===== config.mk =====
export PLATFORM = sky130hd
export DESIGN_NAME = rgb_to_hsl_integer_core
export DESIGN_NICKNAME = d
export VERILOG_FILES = /design/src/hdl/rgbhsl_pkg.sv /design/src/hdl/rgbhsl_front.sv /design/src/hdl/rgbhsl_fifo.sv /design/src/hdl/rgbhsl_back.sv /design/src/hdl/rgb_to_hsl_integer_core.sv
export SDC_FILE = /design/constraint.sdc
export NUM_CORES = 2
export LEC_CHECK = 0
export ABC_AREA = 1
export BUFFER_PORTS_ARGS = -buffer_cell sky130_fd_sc_hd__clkbuf_2
export CAP_MARGIN = 5
export CORE_MARGIN = 2
export CORE_UTILIZATION = 25
export CTS_CLUSTER_DIAMETER = 30
export DETAILED_ROUTE_END_ITERATION = 16
export GPL_ROUTABILITY_DRIVEN = 0
export PLACE_DENSITY = 0.44
export SLEW_MARGIN = 15
export SYNTH_ARGS = -nofsm -noshare
export SYNTH_HDL_FRONTEND = slang
export SYNTH_SLANG_ARGS = --single-unit

===== constraint.sdc =====
create_clock -name i_clk -period 19.75 [get_ports i_clk]
set_input_delay 1.975 -clock i_clk [delete_from_list [all_inputs] [get_ports i_clk]]
set_output_delay 1.975 -clock i_clk [all_outputs]
set_load 0.05 [all_outputs]

===== src/hdl/rgbhsl_pkg.sv =====
// shared types and constants for the rgb to hsl conversion core
`default_nettype none
package rgbhsl_pkg;

    localparam int CHAN_W      = 8;
    localparam int PIXEL_W     = 3 * CHAN_W;
    localparam int HUE_W       = 9;
    localparam int PCT_W       = 7;
    localparam int OUT_DATA_W  = 24;

    // hue in thousandths of a sextant, 0..6000
    localparam int HUE_TH_W    = 13;
    localparam int HUE_NUM_W   = 18;
    localparam int HUE_QBITS   = 10;
    localparam int SAT_NUM_W   = 15;
    localparam int SAT_QBITS   = 7;
    localparam int NUM_STG     = HUE_QBITS;

    localparam int LIGHT_X_W   = 15;
    localparam int HUE_X_W     = 16;
    localparam int HUE_PROD_W  = HUE_X_W + 13;
    localparam int RECIP_SHIFT = 19;

    localparam logic [9:0]  HUE_SCALE   = 10'd1000;
    localparam logic [6:0]  SAT_SCALE   = 7'd100;
    localparam logic [5:0]  LIGHT_SCALE = 6'd50;
    localparam logic [12:0] RECIP_100   = 13'd5243;
    localparam logic [2:0]  HUE_MUL     = 3'd6;

    localparam logic [HUE_TH_W-1:0] BASE_RED     = 13'd0;
    localparam logic [HUE_TH_W-1:0] BASE_GREEN   = 13'd2000;
    localparam logic [HUE_TH_W-1:0] BASE_BLUE    = 13'd4000;
    localparam logic [HUE_TH_W-1:0] BASE_RED_NEG = 13'd6000;

    localparam int FIFO_DEPTH  = 4;
    localparam int FIFO_AW     = $clog2(FIFO_DEPTH);

    // classified pixel, as passed from front to back
    typedef struct packed {
        logic                 grey;
        logic                 neg;
        logic [HUE_TH_W-1:0]  base;
        logic [HUE_NUM_W-1:0] hue_num;
        logic [SAT_NUM_W-1:0] sat_num;
        logic [CHAN_W-1:0]    d;
        logic [CHAN_W-1:0]    mx;
        logic [PCT_W-1:0]     light;
    } t_item;

    // divider pipeline stage contents
    typedef struct packed {
        logic                 grey;
        logic                 neg;
        logic [HUE_TH_W-1:0]  base;
        logic [HUE_NUM_W-1:0] hrem;
        logic [HUE_QBITS-1:0] hq;
        logic [SAT_NUM_W-1:0] srem;
        logic [SAT_QBITS-1:0] sq;
        logic [CHAN_W-1:0]    d;
        logic [CHAN_W-1:0]    mx;
        logic [PCT_W-1:0]     light;
    } t_div;

    // queue handshake between front and back
    typedef struct packed {
        logic  valid;
        t_item item;
    } t_push;

endpackage
`default_nettype wire


===== src/hdl/rgbhsl_front.sv =====
// front end: takes pixels, finds max, min and hue sextant, computes lightness
`default_nettype none
module rgbhsl_front (
    input  wire logic                           i_clk,
    input  wire logic                           i_rst_n,
    input  wire logic                           i_valid,
    output logic                                o_ready,
    input  wire logic [rgbhsl_pkg::PIXEL_W-1:0] i_pixel,
    output rgbhsl_pkg::t_push                   o_push,
    input  wire logic                           i_full
);
    import rgbhsl_pkg::*;

    logic               r_valid;
    t_item              r_item;
    t_item              n_item;
    logic [CHAN_W-1:0]  r, g, b, mx, mn;
    logic [CHAN_W-1:0]  diff;
    logic [LIGHT_X_W-1:0] light_x;
    logic [LIGHT_X_W:0]   light_t;
    logic [LIGHT_X_W:0]   light_s;
    logic               push;

    assign push    = r_valid && !i_full;
    assign o_ready = !r_valid || !i_full;

    always_comb begin
        r  = i_pixel[3*CHAN_W-1:2*CHAN_W];
        g  = i_pixel[2*CHAN_W-1:CHAN_W];
        b  = i_pixel[CHAN_W-1:0];
        mx = r;
        mn = r;
        if (g > mx) mx = g;
        if (b > mx) mx = b;
        if (g < mn) mn = g;
        if (b < mn) mn = b;

        n_item      = '0;
        n_item.grey = (mx == mn);
        n_item.d    = mx - mn;
        n_item.mx   = mx;

        // red, green, blue priority on ties
        if (mx == r) begin
            n_item.neg  = (g < b);
            diff        = n_item.neg ? b - g : g - b;
            n_item.base = n_item.neg ? BASE_RED_NEG : BASE_RED;
        end else if (mx == g) begin
            n_item.neg  = (b < r);
            diff        = n_item.neg ? r - b : b - r;
            n_item.base = BASE_GREEN;
        end else begin
            n_item.neg  = (r < g);
            diff        = n_item.neg ? g - r : r - g;
            n_item.base = BASE_BLUE;
        end
        n_item.hue_num = HUE_NUM_W'(diff) * HUE_NUM_W'(HUE_SCALE);
        n_item.sat_num = SAT_NUM_W'(n_item.d) * SAT_NUM_W'(SAT_SCALE);

        // divide by 255 through (t + t/256) / 256 with t = x + 1
        light_x      = (LIGHT_X_W'(mx) + LIGHT_X_W'(mn)) * LIGHT_X_W'(LIGHT_SCALE);
        light_t      = (LIGHT_X_W+1)'(light_x) + 1'b1;
        light_s      = light_t + (light_t >> 8);
        n_item.light = light_s[PCT_W+7:8];
    end

    always_ff @(posedge i_clk) begin
        if (!i_rst_n) begin
            r_valid <= 1'b0;
        end else if (o_ready) begin
            r_valid <= i_valid;
        end
    end

    always_ff @(posedge i_clk) begin
        if (o_ready && i_valid) begin
            r_item <= n_item;
        end
    end

    assign o_push = '{valid: push, item: r_item};

endmodule
`default_nettype wire


===== src/hdl/rgbhsl_fifo.sv =====
// short queue between front and back
`default_nettype none
module rgbhsl_fifo (
    input  wire logic              i_clk,
    input  wire logic              i_rst_n,
    input  wire rgbhsl_pkg::t_push i_push,
    output logic                   o_full,
    output logic                   o_empty,
    output rgbhsl_pkg::t_item      o_head,
    input  wire logic              i_pop
);
    import rgbhsl_pkg::*;

    t_item              r_mem [FIFO_DEPTH];
    logic [FIFO_AW-1:0] r_wr_ptr;
    logic [FIFO_AW-1:0] r_rd_ptr;
    logic [FIFO_AW:0]   r_count;
    logic               wr_en;
    logic               rd_en;

    assign o_full  = (r_count == (FIFO_AW+1)'(FIFO_DEPTH));
    assign o_empty = (r_count == '0);
    assign wr_en   = i_push.valid && !o_full;
    assign rd_en   = i_pop && !o_empty;
    assign o_head  = r_mem[r_rd_ptr];

    always_ff @(posedge i_clk) begin
        if (!i_rst_n) begin
            r_wr_ptr <= '0;
            r_rd_ptr <= '0;
            r_count  <= '0;
        end else begin
            if (wr_en) r_wr_ptr <= r_wr_ptr + 1'b1;
            if (rd_en) r_rd_ptr <= r_rd_ptr + 1'b1;
            case ({wr_en, rd_en})
                2'b10:   r_count <= r_count + 1'b1;
                2'b01:   r_count <= r_count - 1'b1;
                default: r_count <= r_count;
            endcase
        end
    end

    always_ff @(posedge i_clk) begin
        if (wr_en) begin
            r_mem[r_wr_ptr] <= i_push.item;
        end
    end

endmodule
`default_nettype wire


===== src/hdl/rgbhsl_back.sv =====
// back end: pipelined dividers for hue and saturation, hue scaling, output register
`default_nettype none
module rgbhsl_back (
    input  wire logic                        i_clk,
    input  wire logic                        i_rst_n,
    input  wire logic                        i_empty,
    input  wire rgbhsl_pkg::t_item           i_head,
    output logic                             o_pop,
    output logic                             o_valid,
    input  wire logic                        i_ready,
    output logic [rgbhsl_pkg::OUT_DATA_W-1:0] o_data
);
    import rgbhsl_pkg::*;

    // one hue quotient bit per stage; one saturation quotient bit only in the stages for its SAT_QBITS low bits
    function automatic t_div div_step(input t_div s, input logic [3:0] hb);
        t_div                 o;
        logic [HUE_NUM_W-1:0] hs;
        logic [SAT_NUM_W-1:0] ss;
        o  = s;
        hs = HUE_NUM_W'(s.d) << hb;
        if (s.hrem >= hs) begin
            o.hrem   = s.hrem - hs;
            o.hq[hb] = 1'b1;
        end
        if (hb < 4'(SAT_QBITS)) begin
            ss = SAT_NUM_W'(s.mx) << hb;
            if (s.srem >= ss) begin
                o.srem        = s.srem - ss;
                o.sq[hb[2:0]] = 1'b1;
            end
        end
        return o;
    endfunction

    logic                  adv;
    logic                  r_sv [NUM_STG];
    t_div                  r_st [NUM_STG];
    t_div                  stg_in [NUM_STG];
    logic                  r_hv;
    logic [HUE_TH_W-1:0]   r_hue_th;
    logic [SAT_QBITS-1:0]  r_h_sat;
    logic [PCT_W-1:0]      r_h_light;
    logic [HUE_TH_W-1:0]   hue_th;
    logic [HUE_X_W-1:0]    hue_x;
    logic [HUE_PROD_W-1:0] hue_prod;
    logic                  r_ov;
    logic [HUE_W-1:0]      r_hue;
    logic [PCT_W-1:0]      r_sat;
    logic [PCT_W-1:0]      r_light;

    // whole pipeline moves together when the output slot frees up
    assign adv   = !r_ov || i_ready;
    assign o_pop = adv && !i_empty;

    always_comb begin
        stg_in[0]       = '0;
        stg_in[0].grey  = i_head.grey;
        stg_in[0].neg   = i_head.neg;
        stg_in[0].base  = i_head.base;
        stg_in[0].hrem  = i_head.hue_num;
        stg_in[0].srem  = i_head.sat_num;
        stg_in[0].d     = i_head.d;
        stg_in[0].mx    = i_head.mx;
        stg_in[0].light = i_head.light;
    end

    for (genvar j = 0; j < NUM_STG; j++) begin : g_stg
        if (j > 0) begin : g_link
            assign stg_in[j] = r_st[j-1];
        end
        always_ff @(posedge i_clk) begin
            if (!i_rst_n) begin
                r_sv[j] <= 1'b0;
            end else if (adv) begin
                r_sv[j] <= (j == 0) ? !i_empty : r_sv[(j == 0) ? 0 : j-1];
            end
        end
        always_ff @(posedge i_clk) begin
            if (adv) begin
                r_st[j] <= div_step(stg_in[j], 4'(HUE_QBITS-1-j));
            end
        end
    end

    // hue in thousandths of a sextant
    always_comb begin
        if (r_st[NUM_STG-1].neg) begin
            hue_th = r_st[NUM_STG-1].base - HUE_TH_W'(r_st[NUM_STG-1].hq);
        end else begin
            hue_th = r_st[NUM_STG-1].base + HUE_TH_W'(r_st[NUM_STG-1].hq);
        end
    end

    always_ff @(posedge i_clk) begin
        if (!i_rst_n) begin
            r_hv <= 1'b0;
        end else if (adv) begin
            r_hv <= r_sv[NUM_STG-1];
        end
    end

    always_ff @(posedge i_clk) begin
        if (adv) begin
            r_hue_th  <= r_st[NUM_STG-1].grey ? '0 : hue_th;
            r_h_sat   <= r_st[NUM_STG-1].grey ? '0 : r_st[NUM_STG-1].sq;
            r_h_light <= r_st[NUM_STG-1].light;
        end
    end

    // degrees = hue_th * 6 / 100, divide by reciprocal multiply
    assign hue_x    = HUE_X_W'(r_hue_th) * HUE_X_W'(HUE_MUL);
    assign hue_prod = HUE_PROD_W'(hue_x) * HUE_PROD_W'(RECIP_100);

    always_ff @(posedge i_clk) begin
        if (!i_rst_n) begin
            r_ov <= 1'b0;
        end else if (adv) begin
            r_ov <= r_hv;
        end
    end

    always_ff @(posedge i_clk) begin
        if (adv) begin
            r_hue   <= hue_prod[RECIP_SHIFT+HUE_W-1:RECIP_SHIFT];
            r_sat   <= r_h_sat;
            r_light <= r_h_light;
        end
    end

    assign o_valid = r_ov;
    assign o_data  = {(OUT_DATA_W-HUE_W-2*PCT_W)'(0), r_light, r_sat, r_hue};

endmodule
`default_nettype wire


===== src/hdl/rgb_to_hsl_integer_core.sv =====
// top level of the rgb to hsl conversion core
// path: a pixel passes the front register, the queue, the divider stages, the hue register and the output register
// throughput: one pixel per cycle while m_axis_tready is high, set by the 10-stage restoring divider pipeline
// the 4-entry queue lets the front keep taking pixels while the output stalls, until the queue fills
// reset: synchronous, active low; clears all valid flags and queue pointers
// payload registers are not reset
`default_nettype none
module rgb_to_hsl_integer_core (
    input  wire logic        i_clk,
    input  wire logic        i_rst_n,
    // input pixel stream
    input  wire logic        s_axis_tvalid,
    output logic             s_axis_tready,
    input  wire logic [23:0] s_axis_tdata,   // [23:0] color_word
    // result stream
    output logic             m_axis_tvalid,
    input  wire logic        m_axis_tready,
    output logic [23:0]      m_axis_tdata    // [8:0] hue_degrees, [15:9] saturation_pct,
                                             // [22:16] lightness_pct, [23] zero
);
    import rgbhsl_pkg::*;

    t_push push;
    t_item head;
    logic  full;
    logic  empty;
    logic  pop;

    // front: channel compare, sextant pick, numerators and lightness
    rgbhsl_front u_front (
        .i_clk   (i_clk),
        .i_rst_n (i_rst_n),
        .i_valid (s_axis_tvalid),
        .o_ready (s_axis_tready),
        .i_pixel (s_axis_tdata),
        .o_push  (push),
        .i_full  (full)
    );

    // decouples front from the stallable back end
    rgbhsl_fifo u_fifo (
        .i_clk   (i_clk),
        .i_rst_n (i_rst_n),
        .i_push  (push),
        .o_full  (full),
        .o_empty (empty),
        .o_head  (head),
        .i_pop   (pop)
    );

    // back: both divisions bit by bit, then hue scaling to degrees
    rgbhsl_back u_back (
        .i_clk   (i_clk),
        .i_rst_n (i_rst_n),
        .i_empty (empty),
        .i_head  (head),
        .o_pop   (pop),
        .o_valid (m_axis_tvalid),
        .i_ready (m_axis_tready),
        .o_data  (m_axis_tdata)
    );

endmodule
`default_nettype wire


==> flow_summary.toml <==
[run_status]
run_status = "finished clean"

[layout]
antenna_cells = 0
final_cell_mix = "edfxtp_1 (954), inv_1 (679), nand2_1 (627), ha_1 (438), nor2_1 (363)"
drive_gt1_share_pct = 9.739
final_common_cell = "edfxtp_1"
num-nets-final = 5352
areaGrowthSynthToFinish_pct = 20.89
utilization_pct = 30.38

[setup_path]
slowest_delay_ps = 820
setup.worst_path.start_class = "primary input"
critPathTopFamily = "simple AND/OR/NAND/NOR gates"
worst_path_max_delay_cell = "a21boi_1"
cp_common_cell = "nand2_1"
arrival_ps = 10480
r2r_start = "u_back.r_hue_th[0]$_SDFFCE_PP0N_"
crit_type = "in2reg"
critPathCaptureType = "flip-flop"
path_buf_inv = 6
worstPathMaxFanout = 27
crit_start = "s_axis_tdata[8]"
critPathRequiredTime_ps = 20280

[die]
floorplan.rows = 166
die_h_microns = 457.5
num_io_pins = 54
fp.dieArea_sq_mm = 0.2093
coreArea_sq_mm = 0.2046
die_x_microns = 457.5
initial_core_util_pct = 25.13

[cts]
cts.htree.levels = 4
cts_tree = "done"
clockBufferDepth = 3
postCtsHoldBufs = 0
worstSkewPairLatency_ps = 800
ctsResizeCount = 0
cts.clk_slew.worst_paths_ps = 50
cts_buffers = 214
cts_sinks = 967
post_cts_buffers = 0
cts-root-buf = "clkbuf_16"

[synthesis]
synth_area_leaders = "edfxtp_1 (56%), ha_1 (11%), inv_1 (5.0%), fa_1 (4.7%), nand2_1 (4.6%)"
async_flop_share_pct = 0
ys_ff_latch = 967
yosys_most_used_dff = "edfxtp_1"
synthCells = 4554
syn_area_sq_mm = 0.05142
syn_area_per_cell_sq_um = 11.29
synth_top_area_share_pct = 55.72
yosysUniqueCellTypes = 67
synth-seq-area-share_pct = 56.22
ys_warn_count = 0
synth.largest_area_cell = "edfxtp_1"
synth_enable_flop_cells = 954
synth_nets = 5141

[global_route]
groute.usage.overall_pct = 9.752
grt_pass1_vias = 32584
antenna_found_initial = 2
grt_max_degree = 177
grt_pass1_wl_microns = 167100
grt_overflow = 0

[place]
dp_hpwl_microns = 71790
portBuffers = 52
pre_cts_ws_ps = 9092

[drt]
wl_per_cell_microns = 13.40
via_count = 31625
drt_iter0_drc = 1487
drcViolationCount = 0
postRouteAntennaNets = 0
wirelength_microns = 102200
routed_via_density = 4.146
drtPass1Iterations = 5

[sta]
skew_ps = 64.36
finalSetupViolCount = 0
min_period_ps = 9949
rsz0062_at_grt = "false"
fmax_mhz = 100.5
min_period_over_period_pct = 50.37
max_slew.worst_pin.slew_ps = 1063
tns_ps = 0
setup_ws_ps = 9801
final_hold_viol_count = 0
slew_violations = 0
slew_headroom_pct = 28.73

[hold_path]
hold_start = "u_back.r_st[0][35]$_DFFE_PN_"
min_path_type = "reg2reg"

[flow_run]
drv_cap = 0
[logic make-up after synthesis]
| logic type | share of synthesized area [%] |
|---|---|
| and+or+nand+nor | 10.89 |
| DFF | 56.22 |
| buffers and inverters | 5.699 |
| AOI/OAI and AO/OA | 7.699 |
| adders and majority gates | 15.37 |
| xor gates and xnor gates | 3.986 |
| muxes | 0.1217 |
| other | 0.007293 |
[final timing paths]
kind | to | slack (ps) | cells after the start
max reg2reg | u_back.r_hue[5]$_DFFE_PN_ | 12580 | 23
min reg2reg | u_back.r_st[1][35]$_DFFE_PN_ | 380 | 0
min | u_back.r_st[1][35]$_DFFE_PN_ | 380 | 0
max | u_front.o_push[55]$_DFFE_PP_ | 9800 | 45
[stage by stage]
| stage | instances | instance area (sq um) | hold WS [ps] |
|---|---|---|---|
| after global placement | 7237 | 54890 | 400.6 |
| final | 7627 | 62160 | 383.6 |
| after floorplan | 4554 | 51420 | 400.3 |
| after CTS | 7627 | 62150 | 389.1 |
| after global routing | 7627 | 62160 | 393.4 |
| after detailed placement | 7237 | 54890 | 404.5 |
[state kept, by name (all words and copies together), names as in the netlist, 2 cells and up, named ones only]
name	flops
u_back.r_sv	10
u_back.r_light	7
u_fifo.r_rd_ptr	2
u_back.r_h_sat	7
u_fifo.r_wr_ptr	2
u_back.r_hue	9
u_back.r_h_light	7
u_back.r_sat	7
u_front.o_push	56
u_fifo.r_count	3
u_fifo.r_mem	224
u_back.r_hue_th	13
u_back.r_st	615
[routing by layer]
metal / track usage [%] / vias to the layer above / wire, microns
li1: - / 16140 / -
met1: 12.35 / 14851 / 47620
met4: 3.678 / 0 / 2630
met3: 1.972 / 188 / 3378
met2: 16.34 / 446 / 48580
met5: 0 / - / 0
[area by class of cell]
class	count	area [sq um]
fill	20684	142400
sequential	967	28910
multi-input combinational	2824	19620
clock buffer	240	5453
tap	2688	3363
inverter	686	2582
clock inverter	150	1802
timing repair buffer	72	422.9
[synth_stat cells, drive strengths merged, types with 2 or more instances]
cell type and count:
ha 438, o2111ai 5, nand2 653, a221oi 3, mux2 2, nor3 43
o22ai 44, or2 7, inv 685, nor3b 2, buf 22, o21bai 23
clkbuf 55, a31oi 8, dfxtp 13, o31ai 9, mux2i 4, nor4 19
a21boi 8, and2 2, xor2 156, fa 121, nand3b 10, o21a 4
edfxtp 954, nand4 36, a32oi 8, a21o 12, nand3 167, xnor2 78
o211ai 9, o221ai 2, a31o 3, nor2 372, o21ai 286, a211oi 13
a21oi 266
[worst register-to-register path: cells and delay by family, from the launching register on]
family	cells	cell delay (ps)
fa+ha+maj	8	3530
simple gates	7	620
xor+xnor	2	1030
flops	1	550
buf+inv	2	120
compound gates	4	1070
Power is left out: the tool's default activity adds up to more than one toggle a clock period on the data nets, which glitch-free logic cannot reach.
